File: config.mk
export PLATFORM = sky130hd
export DESIGN_NAME = bfa_ctrl
export DESIGN_NICKNAME = d
export VERILOG_FILES = /design/src/hdl/bfa_pkg.sv /design/src/hdl/bfa_ctrl.sv
export SDC_FILE = /design/constraint.sdc
export NUM_CORES = 1
export LEC_CHECK = 0
export BUFFER_PORTS_ARGS = -buffer_cell sky130_fd_sc_hd__buf_2
export CAP_MARGIN = 30
export CORE_ASPECT_RATIO = 0.8
export CORE_MARGIN = 5
export CORE_UTILIZATION = 59
export DETAILED_ROUTE_END_ITERATION = 12
export PLACE_DENSITY = 0.88
export SLEW_MARGIN = 20
export SYNTH_ARGS = -nofsm -noshare
export SYNTH_HDL_FRONTEND = slang
export SYNTH_SLANG_ARGS = --single-unit
File: constraint.sdc
create_clock -name clk_i -period 7.4 [get_ports clk_i]
set_input_delay 1.48 -clock clk_i [delete_from_list [all_inputs] [get_ports clk_i]]
set_output_delay 1.48 -clock clk_i [all_outputs]
set_load 0.005 [all_outputs]
File: src/hdl/bfa_pkg.sv
`timescale 1ns / 1ps
// ----------------------------------------------------------------------------
// bfa_pkg
// Shared types and constants of the best-fit allocator.
// ----------------------------------------------------------------------------
package bfa_pkg;
  localparam int unsigned MaxBlocks = 1024;
  localparam int unsigned AddrWidth = 30;
  localparam int unsigned IdxWidth  = $clog2(MaxBlocks);
  localparam int unsigned SizeWidth = AddrWidth + 1;
  localparam int unsigned EntWidth  = 1 + AddrWidth + SizeWidth;

  typedef enum logic [0:0] {
    KIND_ALLOC   = 1'b0,
    KIND_RELEASE = 1'b1
  } kind_e;

  typedef enum logic [1:0] {
    ST_OK   = 2'd0,
    ST_FAIL = 2'd1,
    ST_FULL = 2'd2
  } status_e;

  typedef struct packed {
    logic [0:0]  kind;
    logic [30:0] request_size;
    logic [29:0] release_address;
  } req_t;

  typedef struct packed {
    logic [1:0]  status;
    logic [30:0] value;
  } rsp_t;

  typedef struct packed {
    logic                 valid;
    logic [AddrWidth-1:0] start;
    logic [SizeWidth-1:0] size;
  } blk_t;

  typedef struct packed {
    logic                we;
    logic [IdxWidth-1:0] waddr;
    blk_t                wdata;
    logic [IdxWidth-1:0] raddr;
  } mem_ctl_t;

  typedef enum logic [3:0] {
    S_CLEAR,
    S_IDLE,
    S_ASCAN,
    S_AFIND,
    S_AWR,
    S_RSCAN,
    S_FSCAN,
    S_RWR1,
    S_RWR2,
    S_OUT
  } state_e;
endpackage

File: src/hdl/bfa_ctrl.sv
`timescale 1ns / 1ps
// ----------------------------------------------------------------------------
// bfa_ctrl
// Sequencer: clears tables, scans them and writes back the updates.
// ----------------------------------------------------------------------------
module bfa_ctrl (
  input  logic              clk_i,
  input  logic              rst_ni,
  input  logic              cfg_we_i,
  input  logic [30:0]       cfg_wdata_i,
  input  logic              in_valid_i,
  output logic              in_stall_o,
  input  bfa_pkg::req_t     in_data_i,
  output logic              out_valid_o,
  input  logic              out_stall_i,
  output bfa_pkg::rsp_t     out_data_o,
  output bfa_pkg::mem_ctl_t at_o,
  input  bfa_pkg::blk_t     at_rd_i,
  output bfa_pkg::mem_ctl_t ft_o,
  input  bfa_pkg::blk_t     ft_rd_i
);
  import bfa_pkg::*;
  localparam logic [SizeWidth-1:0] Lim = SizeWidth'(1) << AddrWidth;

  state_e state_q, state_d;
  logic [SizeWidth-1:0] msize_q, msize_d;
  logic [IdxWidth:0]    cnt_q, cnt_d;
  logic                 rdv_q, rdv_d;
  logic [IdxWidth-1:0]  ridx_q, ridx_d;
  req_t                 req_q, req_d;
  rsp_t                 rsp_q, rsp_d;
  rsp_t                 out_q, out_d;
  logic                 ov_q, ov_d;
  logic                 bf_q, bf_d, af_q, af_d, fr_q, fr_d, bk_q, bk_d, ef_q, ef_d;
  logic [IdxWidth-1:0]  bi_q, bi_d, ai_q, ai_d, fi_q, fi_d, ki_q, ki_d, ei_q, ei_d;
  blk_t                 bb_q, bb_d, fb_q, fb_d, kb_q, kb_d;
  logic [SizeWidth-1:0] asz_q, asz_d;

  logic [30:0] wv;
  logic [SizeWidth-1:0] fend;
  logic [SizeWidth:0] rend;

  always_comb wv = (cfg_wdata_i > Lim) ? Lim : cfg_wdata_i;

  always_ff @(posedge clk_i or negedge rst_ni) begin
    if (!rst_ni) begin
      state_q <= S_CLEAR; msize_q <= Lim; cnt_q <= '0; rdv_q <= 1'b0; ov_q <= 1'b0;
    end else begin
      state_q <= state_d; msize_q <= msize_d; cnt_q <= cnt_d; rdv_q <= rdv_d;
      ov_q <= ov_d;
    end
  end

  always_ff @(posedge clk_i) begin
    ridx_q <= ridx_d; req_q <= req_d; rsp_q <= rsp_d; out_q <= out_d;
    bf_q <= bf_d; af_q <= af_d; fr_q <= fr_d; bk_q <= bk_d; ef_q <= ef_d;
    bi_q <= bi_d; ai_q <= ai_d; fi_q <= fi_d; ki_q <= ki_d; ei_q <= ei_d;
    bb_q <= bb_d; fb_q <= fb_d; kb_q <= kb_d; asz_q <= asz_d;
  end

  assign in_stall_o  = (state_q != S_IDLE);
  assign out_valid_o = ov_q;
  assign out_data_o  = out_q;

  always_comb begin
    state_d = state_q; msize_d = msize_q; cnt_d = cnt_q; rdv_d = 1'b0;
    ridx_d = cnt_q[IdxWidth-1:0]; req_d = req_q; rsp_d = rsp_q; ov_d = ov_q;
    out_d = out_q;
    bf_d = bf_q; af_d = af_q; fr_d = fr_q; bk_d = bk_q; ef_d = ef_q;
    bi_d = bi_q; ai_d = ai_q; fi_d = fi_q; ki_d = ki_q; ei_d = ei_q;
    bb_d = bb_q; fb_d = fb_q; kb_d = kb_q; asz_d = asz_q;
    at_o = '0; ft_o = '0;
    at_o.raddr = cnt_q[IdxWidth-1:0]; ft_o.raddr = cnt_q[IdxWidth-1:0];
    fend = ft_rd_i.start + ft_rd_i.size;
    rend = {2'b0, req_q.release_address} + {1'b0, asz_q};
    if (ov_q && !out_stall_i) ov_d = 1'b0;
    unique case (state_q)
      S_CLEAR: begin
        at_o.we = 1'b1; at_o.waddr = cnt_q[IdxWidth-1:0];
        ft_o.we = 1'b1; ft_o.waddr = cnt_q[IdxWidth-1:0];
        if (cnt_q == '0 && msize_q != '0) begin
          ft_o.wdata.valid = 1'b1; ft_o.wdata.size = msize_q;
        end
        cnt_d = cnt_q + 1'b1;
        if (cnt_q == (IdxWidth+1)'(MaxBlocks - 1)) state_d = S_IDLE;
      end
      S_IDLE: begin
        cnt_d = '0;
        if (in_valid_i) begin
          req_d = in_data_i;
          bf_d = 1'b0; af_d = 1'b0; fr_d = 1'b0; bk_d = 1'b0; ef_d = 1'b0;
          if (in_data_i.kind == KIND_ALLOC) begin
            if (in_data_i.request_size == '0) begin
              rsp_d = '{ST_FAIL, '0}; state_d = S_OUT;
            end else state_d = S_ASCAN;
          end else state_d = S_RSCAN;
        end
      end
      S_ASCAN, S_RSCAN, S_FSCAN: begin
        if (cnt_q != (IdxWidth+1)'(MaxBlocks)) begin
          cnt_d = cnt_q + 1'b1; rdv_d = 1'b1;
        end
        if (rdv_q) begin
          if (state_q == S_ASCAN) begin
            if (ft_rd_i.valid && ft_rd_i.size >= req_q.request_size &&
                (!bf_q || ft_rd_i.size < bb_q.size ||
                 (ft_rd_i.size == bb_q.size && ft_rd_i.start < bb_q.start))) begin
              bf_d = 1'b1; bi_d = ridx_q; bb_d = ft_rd_i;
            end
            if (!at_rd_i.valid && !af_q) begin af_d = 1'b1; ai_d = ridx_q; end
          end else if (state_q == S_RSCAN) begin
            if (at_rd_i.valid && at_rd_i.start == req_q.release_address && !af_q) begin
              af_d = 1'b1; ai_d = ridx_q; asz_d = at_rd_i.size;
            end
          end else begin
            if (ft_rd_i.valid) begin
              if (fend == {1'b0, req_q.release_address}) begin
                fr_d = 1'b1; fi_d = ridx_q; fb_d = ft_rd_i;
              end
              if ({2'b0, ft_rd_i.start} == rend) begin
                bk_d = 1'b1; ki_d = ridx_q; kb_d = ft_rd_i;
              end
            end else if (!ef_q) begin ef_d = 1'b1; ei_d = ridx_q; end
          end
        end
        if (!rdv_q && cnt_q == (IdxWidth+1)'(MaxBlocks)) begin
          cnt_d = '0;
          if (state_q == S_ASCAN) state_d = S_AFIND;
          else if (state_q == S_RSCAN) begin
            if (!af_q) begin rsp_d = '{ST_FAIL, '0}; state_d = S_OUT; end
            else state_d = S_FSCAN;
          end else begin
            if (!fr_q && !bk_q && !ef_q) begin rsp_d = '{ST_FULL, '0}; state_d = S_OUT; end
            else state_d = S_RWR1;
          end
        end
      end
      S_AFIND: begin
        if (!bf_q) begin rsp_d = '{ST_FAIL, '0}; state_d = S_OUT; end
        else if (!af_q) begin rsp_d = '{ST_FULL, '0}; state_d = S_OUT; end
        else state_d = S_AWR;
      end
      S_AWR: begin
        at_o.we = 1'b1; at_o.waddr = ai_q;
        at_o.wdata = '{1'b1, bb_q.start, req_q.request_size};
        ft_o.we = 1'b1; ft_o.waddr = bi_q;
        if (bb_q.size > req_q.request_size)
          ft_o.wdata = '{1'b1, AddrWidth'(bb_q.start + req_q.request_size),
                         bb_q.size - req_q.request_size};
        rsp_d = '{ST_OK, SizeWidth'(bb_q.start)}; state_d = S_OUT;
      end
      S_RWR1: begin
        at_o.we = 1'b1; at_o.waddr = ai_q;
        ft_o.we = 1'b1;
        if (fr_q) begin
          ft_o.waddr = fi_q;
          ft_o.wdata = '{1'b1, fb_q.start, fb_q.size + asz_q + (bk_q ? kb_q.size : '0)};
        end else if (bk_q) begin
          ft_o.waddr = ki_q;
          ft_o.wdata = '{1'b1, req_q.release_address, kb_q.size + asz_q};
        end else begin
          ft_o.waddr = ei_q;
          ft_o.wdata = '{1'b1, req_q.release_address, asz_q};
        end
        rsp_d = '{ST_OK, asz_q};
        state_d = (fr_q && bk_q) ? S_RWR2 : S_OUT;
      end
      S_RWR2: begin
        ft_o.we = 1'b1; ft_o.waddr = ki_q; state_d = S_OUT;
      end
      S_OUT: begin
        if (!ov_q) begin ov_d = 1'b1; out_d = rsp_q; state_d = S_IDLE; end
      end
      default: state_d = S_IDLE;
    endcase
    if (cfg_we_i) begin
      msize_d = wv; cnt_d = '0; state_d = S_CLEAR;
    end
  end
endmodule

# Word-level counts from Yosys, hierarchy flattened

Cells that the tools add are included.

Bits in registers: 424
Input port bits: 222
Output and inout port bits: 201
Logic and storage cells: 218

$add $sub $neg: 8
$lt $le $gt $ge: 5
Eq/ne operators: 42
Multiplexer cells: 80
Bitwise operators: 5
Reduce and logical (&&, ||, !) cells: 50

Operator list:

| cell                                                  | count |
|---|---|
| 2-to-1 mux 33 bit                                     | 10 |
| one-hot mux 33 bit (5 select lines)                   | 1 |
| 2-to-1 mux 72 bit                                     | 2 |
| 2-to-1 mux 62 bit                                     | 2 |
| adder 31 bit                                          | 3 |
| 2-to-1 mux 31 bit                                     | 3 |
| one-hot mux 31 bit (3 select lines)                   | 1 |
| one-hot mux 30 bit (2 select lines)                   | 1 |
| 2-to-1 mux 4 bit                                      | 13 |
| one-hot mux 11 bit (4 select lines)                   | 1 |
| 2-to-1 mux 10 bit                                     | 4 |
| 2-to-1 mux 11 bit                                     | 3 |
| one-hot mux 11 bit (3 select lines)                   | 1 |
| adder 30 x 31 -> 32 bit                               | 1 |
| == test 30 x 32 -> 1 bit                              | 1 |
| adder 30 x 31 -> 31 bit                               | 1 |
| == test 31 x 30 -> 1 bit                              | 1 |
| == test 31 bit                                        | 1 |
| greater-or-equal comparator 31 bit                    | 1 |
| greater-than comparator 31 bit                        | 1 |
| greater-than comparator 31 bit, second input constant | 1 |
| logical NOT 31 bit                                    | 1 |
| less-than comparator 31 bit                           | 1 |
| nonzero test 31 bit                                   | 1 |
| other kinds (38)                                      | 134 |

# Logic depth before layout (Yosys ltp)

Word-level depth: 9
Mapped depth: 19
Depth with buffers taken out: 15

# Worst setup path after synthesis

No wires, ideal clock.

Path kind: in2reg
From: input port ft_rd_i[0] (netlist bit)
To: register fb_q[0] (netlist bit) (enable)
Setup time: 502 ps
Data arrival time: 7,069 ps
Required time: 6,898 ps
Slack: -171 ps
Cell stages on the path: 12
Path buffers: 0
Path through: ha_1 -> fa_1 -> xor2_1 -> a211oi_1 -> o311ai_0 -> a2111o_1 -> or4_1 -> nor4_1 -> nand4_1 -> nor4_2 -> nand4_1 -> nor2_1

Longest elaborated chain between the ends: 3

Ends and longest elaborated chain:

| what                          | line            | RTL |
|---|---|---|
| from (decl)                   | bfa_ctrl.sv:20  | `input bfa_pkg::blk_t ft_rd_i` |
| adder 30 x 31 -> 31 bit       | bfa_ctrl.sv:74  | `fend = ft_rd_i.start + ft_rd_i.size;` |
| == test 31 x 30 -> 1 bit      | bfa_ctrl.sv:117 | `if (fend == {1'b0, req_q.release_address}) begin` |
| AND reduction 6 bit (no line) | -               |  |
| to (signal assigned)          | bfa_ctrl.sv:58  | `bb_q <= bb_d; fb_q <= fb_d; kb_q <= kb_d; asz_q <= asz_d;` |
| to (decl)                     | bfa_ctrl.sv:36  | `blk_t bb_q, bb_d, fb_q, fb_d, kb_q, kb_d;` |

Every way passes these cells.
A chain may end at the register's enable or synchronous reset.

==> impl_metrics.yaml <==
critical_path:
  arrival_ns: 5.42
  crit_type: "reg -> out"
  required_ns: 5.92
  rr_endpoint: "kb_q[30]"
  critPathMaxFanout: 68
  r2r_setup_slack_ns: 1.83
  end_kind: "primary output"
  r2r_cells: 14
  cp-start-kind: "flip-flop"
  r2r_start: "req_q[0]"
clock_tree:
  post_cts_buffers: 0
  cts_tree: "done"
  cts_buffers: 44
  cts.root.buffer_cell: "clkbuf_16"
  cts_buffer_depth: 3
  postCtsHoldBufs: 0
  cts_resized: 0
  insertion_delay_ns: 0.60
  clock_sinks: 424
  htree_levels: 2
  path_clk_slew_ns: 0.06
layout:
  finalNonFillerCells: 4141
  post-route-util_pct: 68.0
  layout-drive-gt1-share_pct: 16.6
  seq_area_um2: 12400
  synthToLayoutAreaGrowth_pct: 14.2
  multi_input_area_um2: 16900
  fill_cells: 3827
  finalNetCount: 3951
logic_synthesis:
  async_reset_ff_share_pct: 11.3
  synth_area_leaders: "edfxtp_1 (36%), ha_1 (11%), dfrtp_1 (3.9%)"
  synthFlopType: "edfxtp_1"
  synth_common_cells: "edfxtp_1 (366), ha_1 (272), o21ai_0 (221)"
  yosysSeqAreaShare_pct: 40.9
  synth-edff-count: 366
  synth.largest_area_cell: "edfxtp_1"
  ys_ff_latch: 424
  synth.most_common_cell: "edfxtp_1"
  syn_avg_cell_area_um2: 10.0
  syn_area_um2: 30300
  yosys.area.top_type_share_pct: 36.2
  synth_nets: 3563
  yosysWarnings: 0
  yosysUniqueCellTypes: 88
  synthCells: 3033
route:
  first_pass_iters: 7
  antenna_left: 0
  routedWlPerCell_um: 27.5
  drcViolationCount: 0
  drt_wl_total_mm: 114
  initialDrtViolationCount: 4541
  vias: 28000
  vias_per_cell: 6.75
timing:
  fin_crit_ns: 6.90
  drv_slew: 0
  worst_slack_ns: 0.499
  slew_headroom_pct: 32.1
  setup-tns-final_ns: 0
  tightest_slew_ns: 1.02
  fmax_ghz: 0.145
  hold_viol: 0
  rsz0062_at_grt: "false"
  setup_viol: 0
  finClkSkew_ns: 0.0251
  post-route-period-util_pct: 93.3
place:
  dp_hpwl_mm: 87.6
  numPlacedInstances: 4057
  gp_congestion: 1.02
  pre_cts_ws_ns: 1.39
  port-buffer-count: 422
job:
  maxCapViolCount: 0
global_routing:
  grt.total_usage_pct: 38.9
  antenna_found_initial: 3
  grt_max_degree: 70
  overflow: 0
  grt_first_pass_wirelength_mm: 165
  grt_pass1_vias: 25900
power_and_ir_drop:
  power_density_nw_per_um2: 190
  p_leak_nw: 15.3
  ir_worst_vdd_mv: 0.258
min_path:
  hold_path_class: "reg -> reg"
  worstHoldStart: "rsp_q[23]"
  worstHoldEndpoint: "out_data_o[23]"
  hold_depth: 0
floorplanning:
  die_area_um2: 56100
  die_w_um: 264
  coreArea_um2: 50900
  die_y_um: 213
  rows: 74
  ioPinCount: 423
  start_util_pct: 59.6
status:
  status: "finished clean"
[per-stage QoR]
stage / area, um2 / hold WS, ns / power, mW
after global routing: 34600 / 0.422 / 6.80
after CTS: 34600 / 0.419 / 6.53
final: 34600 / 0.419 / 6.59
after global placement: 33100 / 0.401 / 4.23
after floorplan: 30300 / 0.400 / 3.70
after detailed placement: 33100 / 0.406 / 4.25
[metal layers]
metal / global-route usage, % / share of wire [%] / vias to the layer above
li1: - / - / 12200
met1: 54.4 / 38 / 13200
met2: 57.5 / 42 / 2191
met3: 11.6 / 15 / 314
met4: 15.1 / 4.7 / 6
met5: 0 / 0.032 / -
[where the power goes]
part           switching [mW]  internal [mW]  leakage [nW]  total [mW]
combinational           0.936          0.539          10.6        1.48
clock                    1.01           1.30         0.711        2.31
sequential              0.117           2.69          3.98        2.81
[cells in the final DEF, fill, tap and decap left out, drive strengths merged, types with 122 or more instances in the layout]
cell type | netlist | routed
buf | 28 | 458
edfxtp | 366 | 366
ha | 272 | 272
o21ai | 226 | 226
nand2 | 216 | 216
a21oi | 215 | 215
inv | 175 | 183
nor2 | 135 | 135
a21o | 132 | 132
xnor2 | 122 | 122
[worst max-delay path by stage]
stage,from,endpoint,slack [ns],cells past startpoint
after floorplan,ft_rd_i[8],bb_q[0],0.67,9
after global placement,ft_rd_i[0],fb_q[31],1.47,14
after detailed placement,bk_q,ft_o[29],1.39,17
after CTS,bk_q,ft_o[29],0.71,17
after global routing,bk_q,ft_o[29],0.33,17
final,bk_q,ft_o[29],0.50,17
[worst max-delay path, stage by stage, from the launching register on]
cell      delay, ns
edfxtp_1       0.34
buf_4          0.57
and2_1         0.24
fa_1           0.42
ha_1           0.25
inv_1          0.08
fa_1           0.18
nand2b_1       0.16
a21oi_1        0.13
o31a_1         0.28
o21ai_0        0.63
o21ai_0        0.31
a21o_1         0.24
a21oi_1        0.21
xor2_1         0.17
a211oi_1       0.10
a221o_1        0.35
buf_2          0.14
[cell type report]
class	instances	share of cell area, %
timing repair buffer	458	6.92
clock buffer	53	3.43
antenna	2	0.0145
sequential	424	35.8
tap	684	2.47
inverter	176	1.91
multi-input combinational	2317	48.7
clock inverter	27	0.798
[kinds of logic after synthesis]
logic type               Yosys count  synth area share (%)
buffers and inverters            292                  3.92
flip-flops                       424                  40.9
AND/OR/NAND/NOR                  818                  13.8
AO/OA/AOI/OAI                    913                  19.5
multiplexers                      70                  2.32
adder cells (fa/ha/maj)          308                  13.6
XOR/XNOR                         208                  6.01
[state kept, by name, summed over array words and instances (netlist names), 11 cells and up]
register / cells
out_data_o: 33
cnt_q: 11
kb_q: 31
asz_q: 31
req_q: 61
rsp_q: 33
bb_q: 61
fb_q: 61
msize_q: 31
(Power assumes the default switching activity.)
